--- src/rtl/sem_pkg.sv ---
package sem_pkg;
	localparam int DefMaxWidth = 1024;
	localparam int CfgW = 16;
	localparam logic [0:0] CfgWidth = 1'b0;
	localparam logic [0:0] CfgHeight = 1'b1;
	localparam logic [16:0] SatLimit = 17'd64771;

	typedef struct packed {
		logic [7:0] r;
		logic [7:0] g;
		logic [7:0] b;
	} pix_t;

	// one result job: three columns (left, mid, right), each top/mid/bottom
	typedef struct packed {
		pix_t [2:0] lc;
		pix_t [2:0] mc;
		pix_t [2:0] rc;
		logic last;
	} job_t;
endpackage

--- src/rtl/sem_fifo.sv ---
module sem_fifo import sem_pkg::*; (
	input  logic clk,
	input  logic arst_n,
	input  logic push,
	input  job_t din,
	output logic full,
	output logic pop_valid,
	input  logic pop,
	output job_t dout
);
	job_t mem_q [4];
	logic [1:0] wp_q, rp_q;
	logic [2:0] cnt_q;

	assign full = (cnt_q == 3'd4);
	assign pop_valid = (cnt_q != 3'd0);
	assign dout = mem_q[rp_q];

	always_ff @(posedge clk) if (push && !full) mem_q[wp_q] <= din;

	always_ff @(posedge clk or negedge arst_n) begin
		if (!arst_n) begin
			wp_q <= '0;
			rp_q <= '0;
			cnt_q <= '0;
		end else begin
			if (push && !full) wp_q <= wp_q + 2'd1;
			if (pop && pop_valid) rp_q <= rp_q + 2'd1;
			cnt_q <= cnt_q + 3'(push && !full) - 3'(pop && pop_valid);
		end
	end
endmodule

--- config.mk ---
export PLATFORM = sky130hd
export DESIGN_NAME = sem_fifo
export DESIGN_NICKNAME = d
export VERILOG_FILES = /design/src/rtl/sem_pkg.sv /design/src/rtl/sem_fifo.sv
export SDC_FILE = /design/constraint.sdc
export NUM_CORES = 1
export LEC_CHECK = 0
export BUFFER_PORTS_ARGS = -buffer_cell sky130_fd_sc_hd__buf_4
export CORE_MARGIN = 10
export CORE_UTILIZATION = 50
export CTS_BUF_LIST = sky130_fd_sc_hd__clkbuf_8
export CTS_CLUSTER_SIZE = 20
export DETAILED_ROUTE_END_ITERATION = 7
export PLACE_DENSITY = 0.82
export SETUP_SLACK_MARGIN = 0.05
export SLEW_MARGIN = 15
export SYNTH_ARGS = -nofsm -noshare
export SYNTH_HDL_FRONTEND = slang
export SYNTH_SLANG_ARGS = --single-unit
export TNS_END_PERCENT = 100
--- constraint.sdc ---
create_clock -name clk -period 7.2 [get_ports clk]
set_clock_uncertainty 0.05 [all_clocks]
set_input_delay 1.08 -clock clk [delete_from_list [all_inputs] [get_ports clk]]
set_output_delay 1.08 -clock clk [all_outputs]
set_load 0.1 [all_outputs]
Yosys cells after proc, flatten, opt, wreduce, memory -nomap -nowiden
Memories as Yosys holds them, arrays and structs flattened.
Cells that the tools add are included.
- input bits: 221
- bits in registers: 7
- RAM bits: 868
- memories: 1
- word-level logic and storage cells: 15
- memory list (name ; words ; width ; rd ports ; clocked after Yosys merged registers in ; wr ports ; RTL line ; source):
    mem_q ; 4 ; 217 ; 1 ; 0 ; 1 ; sem_fifo.sv:11 ; job_t mem_q [4];
- add/sub/neg operators: 4
- mux-type cells: 2
- reductions and logical operators: 4
- eq/ne operators: 1
- operator list (cell ; count):
    adder 2 x 1 -> 2 bit, second input constant ; 2
    adder 3 x 1 -> 3 bit ; 1
    equality test 3 bit, second input constant ; 1
    nonzero test 3 bit ; 1
    subtractor 3 x 1 -> 3 bit ; 1
    logical AND 1 bit ; 2
    2-to-1 mux 1 bit ; 2
    logical NOT 1 bit ; 1

Longest topological paths before layout
- word-level depth: 5
- depth in mapped cells: 9
- depth with buffers taken out: 9

Least setup slack after synthesis
Ideal clock, no wire load.
- kind: input to register
- start point: input port push
- end point: memory mem_q[0][0] in the netlist's numbering (enable)
- slack: 0.460 ns
- required time: 6.544 ns
- data arrival time: 6.084 ns
- library setup time: 0.606 ns
- stages: 1
- cells stage by stage: and3b_1
- word-level cells in the longest chain between the ends: 3
- ends and longest elaborated chain (element ; RTL line ; source):
    start, declared ; sem_fifo.sv:4 ; input logic push,
    logical AND 1 bit ; sem_fifo.sv:19 ; always_ff @(posedge clk) if (push && !full) mem_q[wp_q] <= din;
    2-to-1 mux 1 bit ; sem_fifo.sv:19 ;
    2-to-1 mux 1 bit (implied by the code) ; sem_fifo.sv:19 ;
    end, declared ; sem_fifo.sv:11 ;
No other way between the ends.

==> results.cfg <==
[outcome]
status = complete, no violations

[yosys]
synth.distinct_cells = 21
yosysWarnings = 0
yosysTopAreaCell = edfxtp_1
ys_seq_area_frac = 0.820
synth_top_area_frac = 0.814
syn_inst = 1174
synthTopCellsByArea = edfxtp_1, mux4_2, buf_12, dfrtp_1, buf_2
avgSynthCellArea_sq_um = 27.3
syn_area_sq_um = 32000
ys_ff_latch = 875
synth_nets = 1402

[final_layout]
most-common-layout-cells = edfxtp_1, buf_4, mux4_2
n_fill_cell = 4187
fin_nets = 1943
ff_latch_area_sq_um = 26200
fin_cells = 2672
drive_above_1_share = 0.460
layout_commonest_cell = edfxtp_1
syn_to_final_growth_pct = 20.1
final_design_area_no_fill_sq_um = 38400
multi_input_area_sq_um = 5170

[floorplanning]
core_region_area_sq_um = 63200
die-area_sq_um = 74500
fp.dieW_microns = 273
die_y_microns = 273
fp-row-count = 92
ioPinCount = 440
start_util = 0.506

[place]
place_congestion = 0.747
post_dp_cell_area_sq_um = 36000
dp_hpwl_microns = 40800
dp.cells = 2422
io_buffers = 439

[global_routing]
gr-usage-all-layers = 0.179
grt_max_degree = 118
antenna_found_initial = 15
grt_overflow = 0
grt_pass1_vias = 15768
grt_pass1_wl_microns = 99700

[worst_setup_path]
critPathCaptureType = output port
worstPathRequired_ns = 6.07
cp.arrival_ns = 3.33
critPathKind = flip-flop to output port
crit_fanout = 60
cp-start-kind = flip-flop

[routing]
drcViolationCount = 0
num_vias = 14463
avgRoutedWirePerCell_microns = 24.9
drt-initial-drc-count = 1072
via_per_inst = 5.41
drtPass1Iterations = 5
ant_nets = 0
routed_wirelength_microns = 66500

[clocking]
cts_max_path_buffers = 3
cts_tree = done
hold_buffers = 0
cts_htree_levels = 4
post-cts-setup-buffer-count = 0
clk_latency_ns = 0.74
cts_resized = 0
clock-root-buffer = clkbuf_8
cts_buffers = 137
cts_sinks = 875
clkSlewWorstSetupHoldPaths_ns = 0.06

[sta]
setup_viol = 0
holdWs_ns = 0.0964
maxSlewViolCount = 0
max_freq_ghz = 0.224
max_slew_margin = 0.277
post-route-min-period_ns = 4.46
finalCritPeriodShare = 0.620
setup_tns_ns = 0
tightest_slew_ns = 1.09
hold_violations = 0
rsz0062_at_grt = false

[flow_run]
max_cap_violations = 0

[worst_hold_path]
hold_path_class = primary input to asynchronous set/reset pin
-- stage by stage --
step	util	setup slack (ns)
after CTS	0.608	2.64
after detailed placement	0.569	3.47
after floorplan	-	0.460
after global placement	0.569	3.47
final	0.608	2.74
after global routing	0.608	2.57
-- path summary, 6_finish.rpt --
kind,end,start,cells past startpoint,slack [ns]
worst min-delay path,wp_q[1],arst_n,1,0.1
worst min register to register,rp_q[0],rp_q[0],1,0.53
max in group asynchronous,rp_q[0],arst_n,1,6.86
min in group clk,mem_q[2][212],din[212],1,0.46
worst max-delay path,dout[84],rp_q[1],3,2.74
worst max register to register,mem_q[3][57],cnt_q[2],3,4.31
-- cell families (layout without fill, tap and decap cells) --
family,count (synthesis),after routing,synth area share
xor gates and xnor gates,4,4,0.00109
other,0,8,0
and+or+nand+nor,13,13,0.00328
muxes,217,217,0.153
adders and majority gates,7,7,0.00297
AOI/OAI and AO/OA,4,4,0.00102
DFF,875,875,0.820
buffers and inverters,54,698,0.0190
-- layout make-up --
class,count,area share
Inverter,5,0.000488
Antenna cell,8,0.000521
Clock inverter,102,0.0137
Tap cell,846,0.0275
Multi-Input combinational cell,245,0.134
Timing Repair Buffer,451,0.0904
Sequential cell,875,0.683
Clock buffer,140,0.0501
-- layer usage --
metal,GRT usage,routed length [microns]
met1,0.212,24200
met2,0.288,34000
met3,0.0721,6000
met4,0.0811,2200
met5,0,93
-- sequential cells by signal, summed over array words and instances, names as in the netlist --
signal  count
rp_q        2
wp_q        2
cnt_q       3
mem_q     868
-- synthesized netlist by cell type (all sizes together) --
| library cell | number |
|---|---|
| and3b | 4 |
| buf | 45 |
| clkbuf | 4 |
| dfrtp | 7 |
| edfxtp | 868 |
| fa | 1 |
| ha | 6 |
| inv | 5 |
| mux4 | 217 |
| nand2 | 1 |
| nand2b | 4 |
| nand4bb | 2 |
| nor3b | 1 |
| o211ai | 2 |
| o311ai | 1 |
| o31a | 1 |
| or3 | 1 |
| xnor2 | 3 |
| xor2 | 1 |
-- worst max-delay path, cell delays in order (launching register included) --
cell     delay [ns]
dfrtp_4        1.01
buf_4          0.76
mux4_2         0.43
buf_4          0.25
Power is not shown: default switching activity piles up to over one toggle a cycle in this logic, so the estimate is an artifact.
