**src/rtl/sem_pkg.sv**
```systemverilog
package sem_pkg;
	localparam int DefMaxWidth = 1024;
	localparam int CfgW = 16;
	localparam logic [0:0] CfgWidth = 1'b0;
	localparam logic [0:0] CfgHeight = 1'b1;
	localparam logic [16:0] SatLimit = 17'd64771;

	typedef struct packed {
		logic [7:0] r;
		logic [7:0] g;
		logic [7:0] b;
	} pix_t;

	// one result job: three columns (left, mid, right), each top/mid/bottom
	typedef struct packed {
		pix_t [2:0] lc;
		pix_t [2:0] mc;
		pix_t [2:0] rc;
		logic last;
	} job_t;
endpackage

```
**src/rtl/sem_back.sv**
```systemverilog
module sem_back import sem_pkg::*; (
	input  logic clk,
	input  logic arst_n,
	input  logic job_valid,
	input  job_t job,
	output logic job_pop,
	output logic out_valid,
	input  logic out_stall,
	output logic [7:0] red_out,
	output logic [7:0] green_out,
	output logic [7:0] blue_out,
	output logic last_of_run
);
	// load sums squared gradients, then 8-step root search (one bit a cycle)
	typedef enum logic [2:0] {
		B_IDLE = 3'b001,
		B_ROOT = 3'b010,
		B_OUT  = 3'b100
	} bst_t;

	bst_t st_q;
	logic [2:0][16:0] s_q;
	logic [2:0][7:0] n_q;
	logic [2:0] bit_q;
	logic last_q;

	function automatic logic [10:0] gabs(input logic signed [11:0] v);
		return (v < 0) ? 11'(-v) : 11'(v);
	endfunction

	logic [2:0][16:0] s_n;
	always_comb begin
		logic [7:0] tl, ml, bl, tm, bm, tr, mr, br;
		logic signed [11:0] gx, gy;
		logic [10:0] ax, ay;
		logic [21:0] sq;
		for (int k = 0; k < 3; k++) begin
			tl = job.lc[0][8*(2-k) +: 8]; ml = job.lc[1][8*(2-k) +: 8];
			bl = job.lc[2][8*(2-k) +: 8];
			tm = job.mc[0][8*(2-k) +: 8]; bm = job.mc[2][8*(2-k) +: 8];
			tr = job.rc[0][8*(2-k) +: 8]; mr = job.rc[1][8*(2-k) +: 8];
			br = job.rc[2][8*(2-k) +: 8];
			gx = 12'(tr) + 12'(br) + 12'({mr, 1'b0}) - 12'(tl) - 12'(bl) - 12'({ml, 1'b0});
			gy = 12'(bl) + 12'(br) + 12'({bm, 1'b0}) - 12'(tl) - 12'(tr) - 12'({tm, 1'b0});
			ax = gabs(gx);
			ay = gabs(gy);
			sq = 22'(ax * ax) + 22'(ay * ay);
			s_n[k] = (sq >= 22'(SatLimit)) ? SatLimit : sq[16:0];
		end
	end

	// largest n with n*(n-1) < s; saturated sum gives 255
	logic [2:0][7:0] try_n;
	logic [2:0] ok;
	always_comb begin
		logic [16:0] p;
		for (int k = 0; k < 3; k++) begin
			try_n[k] = n_q[k] | (8'd1 << bit_q);
			p = 17'(try_n[k]) * 17'(try_n[k] - 8'd1);
			ok[k] = (p < s_q[k]);
		end
	end

	assign job_pop = (st_q == B_IDLE) && job_valid;
	assign out_valid = (st_q == B_OUT);
	assign red_out = n_q[0];
	assign green_out = n_q[1];
	assign blue_out = n_q[2];
	assign last_of_run = last_q;

	always_ff @(posedge clk or negedge arst_n) begin
		if (!arst_n) begin
			st_q <= B_IDLE;
			s_q <= '0;
			n_q <= '0;
			bit_q <= '0;
			last_q <= 1'b0;
		end else begin
			unique case (st_q)
				B_IDLE: if (job_valid) begin
					s_q <= s_n;
					n_q <= '0;
					bit_q <= 3'd7;
					last_q <= job.last;
					st_q <= B_ROOT;
				end
				B_ROOT: begin
					for (int k = 0; k < 3; k++)
						if (ok[k]) n_q[k] <= try_n[k];
					if (bit_q == 3'd0) st_q <= B_OUT;
					else bit_q <= bit_q - 3'd1;
				end
				B_OUT: if (!out_stall) st_q <= B_IDLE;
				default: st_q <= B_IDLE;
			endcase
		end
	end
endmodule

```
**config.mk**
```make
export PLATFORM = sky130hd
export DESIGN_NAME = sem_back
export DESIGN_NICKNAME = d
export VERILOG_FILES = /design/src/rtl/sem_pkg.sv /design/src/rtl/sem_back.sv
export SDC_FILE = /design/constraint.sdc
export NUM_CORES = 2
export LEC_CHECK = 0
export ABC_AREA = 1
export BUFFER_PORTS_ARGS = -buffer_cell sky130_fd_sc_hd__buf_4
export CORE_ASPECT_RATIO = 0.8
export CORE_MARGIN = 4
export CORE_UTILIZATION = 45
export CTS_CLUSTER_DIAMETER = 50
export DETAILED_ROUTE_END_ITERATION = 7
export GPL_ROUTABILITY_DRIVEN = 0
export HOLD_SLACK_MARGIN = 0.1
export PLACE_DENSITY_LB_ADDON = 0.12
export SLEW_MARGIN = 20
export SYNTH_ARGS = -nofsm -noshare
export SYNTH_HDL_FRONTEND = slang
export SYNTH_SLANG_ARGS = --single-unit
```
**constraint.sdc**
```tcl
create_clock -name clk -period 13.4 [get_ports clk]
set_clock_uncertainty 0.05 [all_clocks]
set_input_delay 0.67 -clock clk [delete_from_list [all_inputs] [get_ports clk]]
set_output_delay 0.67 -clock clk [all_outputs]
set_load 0.02 [all_outputs]
```
* After elaboration in Yosys (flattened, before gate mapping)
Cells that the tools add are included.
** Cells by class
- Add/sub/neg operators :: 43
- Multipliers :: 9
- Magnitude comparators :: 12
- Equality and inequality tests :: 10
- Shift-type cells :: 1
- Mux-type cells :: 21
- Bitwise gates (word level) :: 3
- Reductions and logical operators :: 9
** Operators by type and width (number)
- multiplier 11 x 11 -> 22 bit :: 6
- less-than comparator 12 x 1 -> 1 bit (second input constant) :: 6
- subtractor 11 x 9 -> 12 bit :: 6
- subtractor 12 x 9 -> 12 bit :: 6
- adder 22 bit :: 3
- greater-or-equal comparator 22 x 16 -> 1 bit (second input constant) :: 3
- 2-to-1 mux 11 bit :: 6
- negation 11 bit :: 6
- subtractor 10 x 8 -> 11 bit :: 6
- adder 9 x 9 -> 10 bit :: 6
- adder 8 x 8 -> 9 bit :: 6
- less-than comparator 17 bit :: 3
- multiplier 9 x 9 -> 17 bit :: 3
- 2-to-1 mux 17 bit :: 3
- case mux 24 bit (2 select lines) :: 1
- subtractor 8 x 1 -> 9 bit (second input constant) :: 3
- 2-to-1 mux 24 bit :: 1
- 2-to-1 mux 8 bit :: 3
- OR 8 bit :: 3
- 2-to-1 mux 3 bit :: 5
- AND reduction 3 bit :: 5
- inequality test 2 bit (second input constant) :: 7
- case mux 3 bit (3 select lines) :: 1
- << shifter 1 x 3 -> 8 bit (first input constant) :: 1
- other kinds (9) :: 9
** Storage, ports and cells
- Bits in registers :: 82
- Output and inout bits :: 27
- Word-level logic and storage cells :: 117

* Logic depth before layout (Yosys ltp)
- Depth in word-level cells :: 11
- Gate-level depth with buffers :: 62
- Mapped depth without buffers :: 60

* Worst setup path after synthesis
Ideal clock, no wire load.
- Path type :: input port to flip-flop
- Start point :: in job[2] in the netlist's numbering
- End point :: reg s_q[48] in the netlist's numbering
- Data arrival time :: 11.140 ns
- Slack :: 2.097 ns
- Stages :: 56
- Path through :: inv_1 > fa_1 > fa_1 > inv_1 > ha_1 > inv_1 > fa_1 > o21ai_0 > a21oi_1 > o21ai_0 > xor2_1 > fa_1 > inv_1 > ha_1 > nand2_1 > nor2_1 > nand3_1 > nand3_1 > (+20 left out) > inv_1 > ha_1 > inv_1 > nor3_1 > nand2_1 > nand2_1 > a21oi_2 > o21ai_2 > a21oi_1 > nor2_1 > inv_1 > nand2_1 > nand4_1 > nor3_2 > buf_4 > nand3_2 > nand2_1 > inv_1
** On the way
- Longest elaborated chain between the ends :: 11
- Elaborated cells on any way between the ends :: 18
** Ends and longest elaborated chain
- start: declaration :: RTL line sem_back.sv:5 : input job_t job,
- adder 8 x 8 -> 9 bit :: RTL line sem_back.sv:43 : gx = 12'(tr) + 12'(br) + 12'({mr, 1'b0}) - 12'(tl) - 12'(bl) - 12'({ml, 1'b0});
- adder 9 x 9 -> 10 bit :: RTL line sem_back.sv:43
- subtractor 10 x 8 -> 11 bit :: RTL line sem_back.sv:43
- subtractor 11 x 9 -> 12 bit :: RTL line sem_back.sv:43
- subtractor 12 x 9 -> 12 bit :: RTL line sem_back.sv:43
- negation 11 bit / less-than comparator 12 x 1 -> 1 bit (equally long branches) :: RTL line sem_back.sv:28 : return (v < 0) ? 11'(-v) : 11'(v);
- 2-to-1 mux 11 bit :: RTL line sem_back.sv:28
- multiplier 11 x 11 -> 22 bit :: RTL line sem_back.sv:47 : sq = 22'(ax * ax) + 22'(ay * ay);
- adder 22 bit * :: RTL line sem_back.sv:47
- greater-or-equal comparator 22 x 16 -> 1 bit :: RTL line sem_back.sv:48 : s_n[k] = (sq >= 22'(SatLimit)) ? SatLimit : sq[16:0];
- 2-to-1 mux 17 bit * :: RTL line sem_back.sv:48
- end signal: assignment :: RTL line sem_back.sv:81 : s_q <= s_n;
- end: declaration :: RTL line sem_back.sv:22 : logic [2:0][16:0] s_q;
Mark *: on every way between the ends. The rest lies on a longest branch, timed or not.
A chain may end at the register's enable or synchronous reset.

* Final worst setup path
- Start point :: in job[18] in the netlist's numbering
- End point :: reg s_q[6] in the netlist's numbering
Same word-level chain as after synthesis.

==> results.cfg <==
[grt]
antenna_found_initial = 0
gr-usage-all-layers_pct = 20.2
met1_usage_pct = 29.5
gr-max-usage-layer = met2
grtUsageMet3_pct = 2.26
use_met2_pct = 33.8
grt_pass1_wl_um = 175000
grt_max_degree = 64
grt_pass1_vias = 35917
gr-total-overflow = 0

[clock_tree]
clkSlewWorstSetupHoldPaths_ns = 0.07
insertion_delay_ns = 0.36
cts_hold_buf = 0
cts_resized = 0
htreeDepth = 3
postCtsSetupBuffers = 0
cts_sinks = 82
clockBufferDepth = 2
cts_tree = yes
numCtsBuffers = 9
cts_root_buffer = clkbuf_16

[synthesis]
synth_flop_cell = dfrtp_1
ys_warn_count = 0
ys_seq_elements = 82
synthArstFlopShare_pct = 100
netlist_area_mm2 = 0.0443
syn_inst = 5791
syn_avg_cell_area_um2 = 7.65
synthDistinctLibCells = 51
synth_fp_nets = 7439
synth-edff-count = 0
ys_seq_area_share_pct = 4.63

[finish]
layout-drive-gt1-share_pct = 6.66
layout.cells.non_filler = 7320
antenna_cells = 0
multi_input_area_mm2 = 0.0351
area_growth_pct = 8.31
nets = 7664
fillers = 9867
seqCellArea_mm2 = 0.00205

[drt]
antenna_left = 0
viasPerCell = 4.69
drt_wl_total_um = 100000
drt-initial-drc-count = 1554
firstDrtPassIters = 6
drc = 0
num_vias = 34298
wire_per_inst_um = 13.7

[die]
die_x_um = 359
start_util_pct = 45.6
dieArea_mm2 = 0.104
die_height_um = 289
coreArea_mm2 = 0.0972
row_count = 102
io_pins = 248

[placed_design]
numPortBuffers = 223
dpl.cell_count = 7305
hpwl_um = 91000

[critical_path]
cpMostUsedCell = inv_1
crit_path_end_kind = flip-flop
cp_data_arrival_time_ns = 12.49
crit_required_ns = 13.62
crit_fanout = 16
path_class = in2reg
slowest_stage = fa_1
cpPeakStageDelay_ns = 0.57
startpoint_type = input pin

[sta]
slew_violations = 0
hold_viol = 0
post-route-period-util_pct = 91.6
tns_ns = 0
worst_pin_slew_ns = 1.02
rsz0062_at_grt = no
min_period_ns = 12.27
max_freq_mhz = 81.5
setup_viol = 0
slew_headroom_pct = 31.0

[outcome]
status = complete, no violations

[flow_run]
cap_viol_max_count = 0

[min_path]
hold_path.class = in2async
synthesized netlist by cell type, types with 2 or more instances:
cell type	instances	area (um2)
a21oi_2	4	35.0
o31ai_1	2	15.0
xnor2_1	71	622
nand4_1	77	482
mux2i_1	3	30.0
clkbuf_1	46	173
o21ai_1	17	85.1
buf_4	2	15.0
ha_1	671	8400
nor3_1	17	85.1
nor3_2	9	90.1
nand2_4	4	45.0
nand3_2	23	230
nand2_2	22	138
xor2_1	117	1020
a21boi_1	2	15.0
nor2_1	559	2100
o21ai_0	103	515
o211ai_1	6	45.0
nor4_1	2	12.5
clkinv_1	19	71.3
a31oi_1	16	100
dfrtp_1	81	2030
a21oi_1	152	761
o21a_1	3	22.5
inv_1	1800	6760
o21bai_1	17	128
or2_1	2	12.5
nor2_2	13	81.3
mux2_2	3	33.8
buf_2	7	35.0
a21boi_0	5	37.5
nand3_1	203	1020
o21ai_2	4	35.0
inv_2	10	37.5
nand2_1	880	3300
fa_1	756	15100
or2_2	10	62.6
nand3b_1	16	120
a211oi_1	5	37.5
a21o_1	14	105
xor2_2	7	114
buf_6	3	33.8
area by class of cell:
cell class                      count  share of cell area (%)
Multi-Input combinational cell   3821                    73.2
Inverter                         1829                    14.3
Sequential cell                    82                    4.28
Timing Repair Buffer              273                    4.27
Tap cell                         1300                    3.39
Clock buffer                        9                   0.469
Clock inverter                      6                  0.0939
per-stage QoR:
step	utilization (%)	hold slack (ns)	setup slack [ns]	cell area, um2
after global placement	49.1	0.408	0.852	47700
after global routing	49.3	0.183	0.285	48000
after floorplan	-	0.324	2.10	44300
after CTS	49.3	0.160	1.13	48000
after detailed placement	49.1	0.418	0.772	47700
final	49.3	0.161	1.13	48000
layout by cell type (no fill, tap or decap), types with 18 or more instances in the layout:
master | netlist | layout
nand4_1 | 77 | 77
xor2_1 | 117 | 117
a21oi_1 | 152 | 152
nor2_1 | 559 | 558
nand3_2 | 23 | 23
nand2_2 | 22 | 22
nand3_1 | 203 | 203
nand2_1 | 880 | 880
o21ai_0 | 103 | 103
inv_1 | 1800 | 1800
xnor2_1 | 71 | 71
clkinv_1 | 19 | 18
ha_1 | 671 | 671
dfrtp_1 | 81 | 81
fa_1 | 756 | 756
buf_4 | 2 | 273
sequential cells by signal, summed over array words and instances (netlist names):
register	flops
red_out	8
s_q	51
blue_out	8
green_out	8
bit_q	3
st_q	3
last_of_run	1
worst max-delay path: cells and delay by family:
family	cells	cell delay, ns
simple gates	16	2.14
xor+xnor	2	0.67
compound gates	9	1.78
buf+inv	13	0.86
fa+ha+maj	14	6.33
final timing paths:
check / startpoint / to / slack [ns] / cells past startpoint
max: job[18] / s_q[6]$_DFFE_PN0P_ / 1.13 / 54
min: arst_n / green_out[3]$_DFFE_PN0P_ / 0.16 / 1
max reg2reg: bit_q[0]$_DFFE_PN0P_ / green_out[3]$_DFFE_PN0P_ / 4.14 / 37
min reg2reg: last_of_run$_DFFE_PN0P_ / last_of_run$_DFFE_PN0P_ / 0.43 / 2
max in group asynchronous: arst_n / s_q[16]$_DFFE_PN0P_ / 12.00 / 2
min in group clk: last_of_run$_DFFE_PN0P_ / last_of_run$_DFFE_PN0P_ / 0.43 / 2
kinds of logic after synthesis:
logic type | Yosys count | synth area share, %
mux | 6 | 0.144
simple gates | 1839 | 17.6
fa+ha+maj | 1427 | 53.1
buf+inv | 1888 | 16.1
compound gates | 354 | 4.45
xor+xnor | 195 | 3.97
flops | 82 | 4.63
routing by layer:
layer,share of wire (%),vias to the layer above
li1,-,17502
met1,50,16256
met2,45,501
met3,4.2,39
met4,0.81,0
met5,0,-
Power is not shown: default switching activity piles up to over one toggle a cycle in this logic, so the estimate is an artifact.
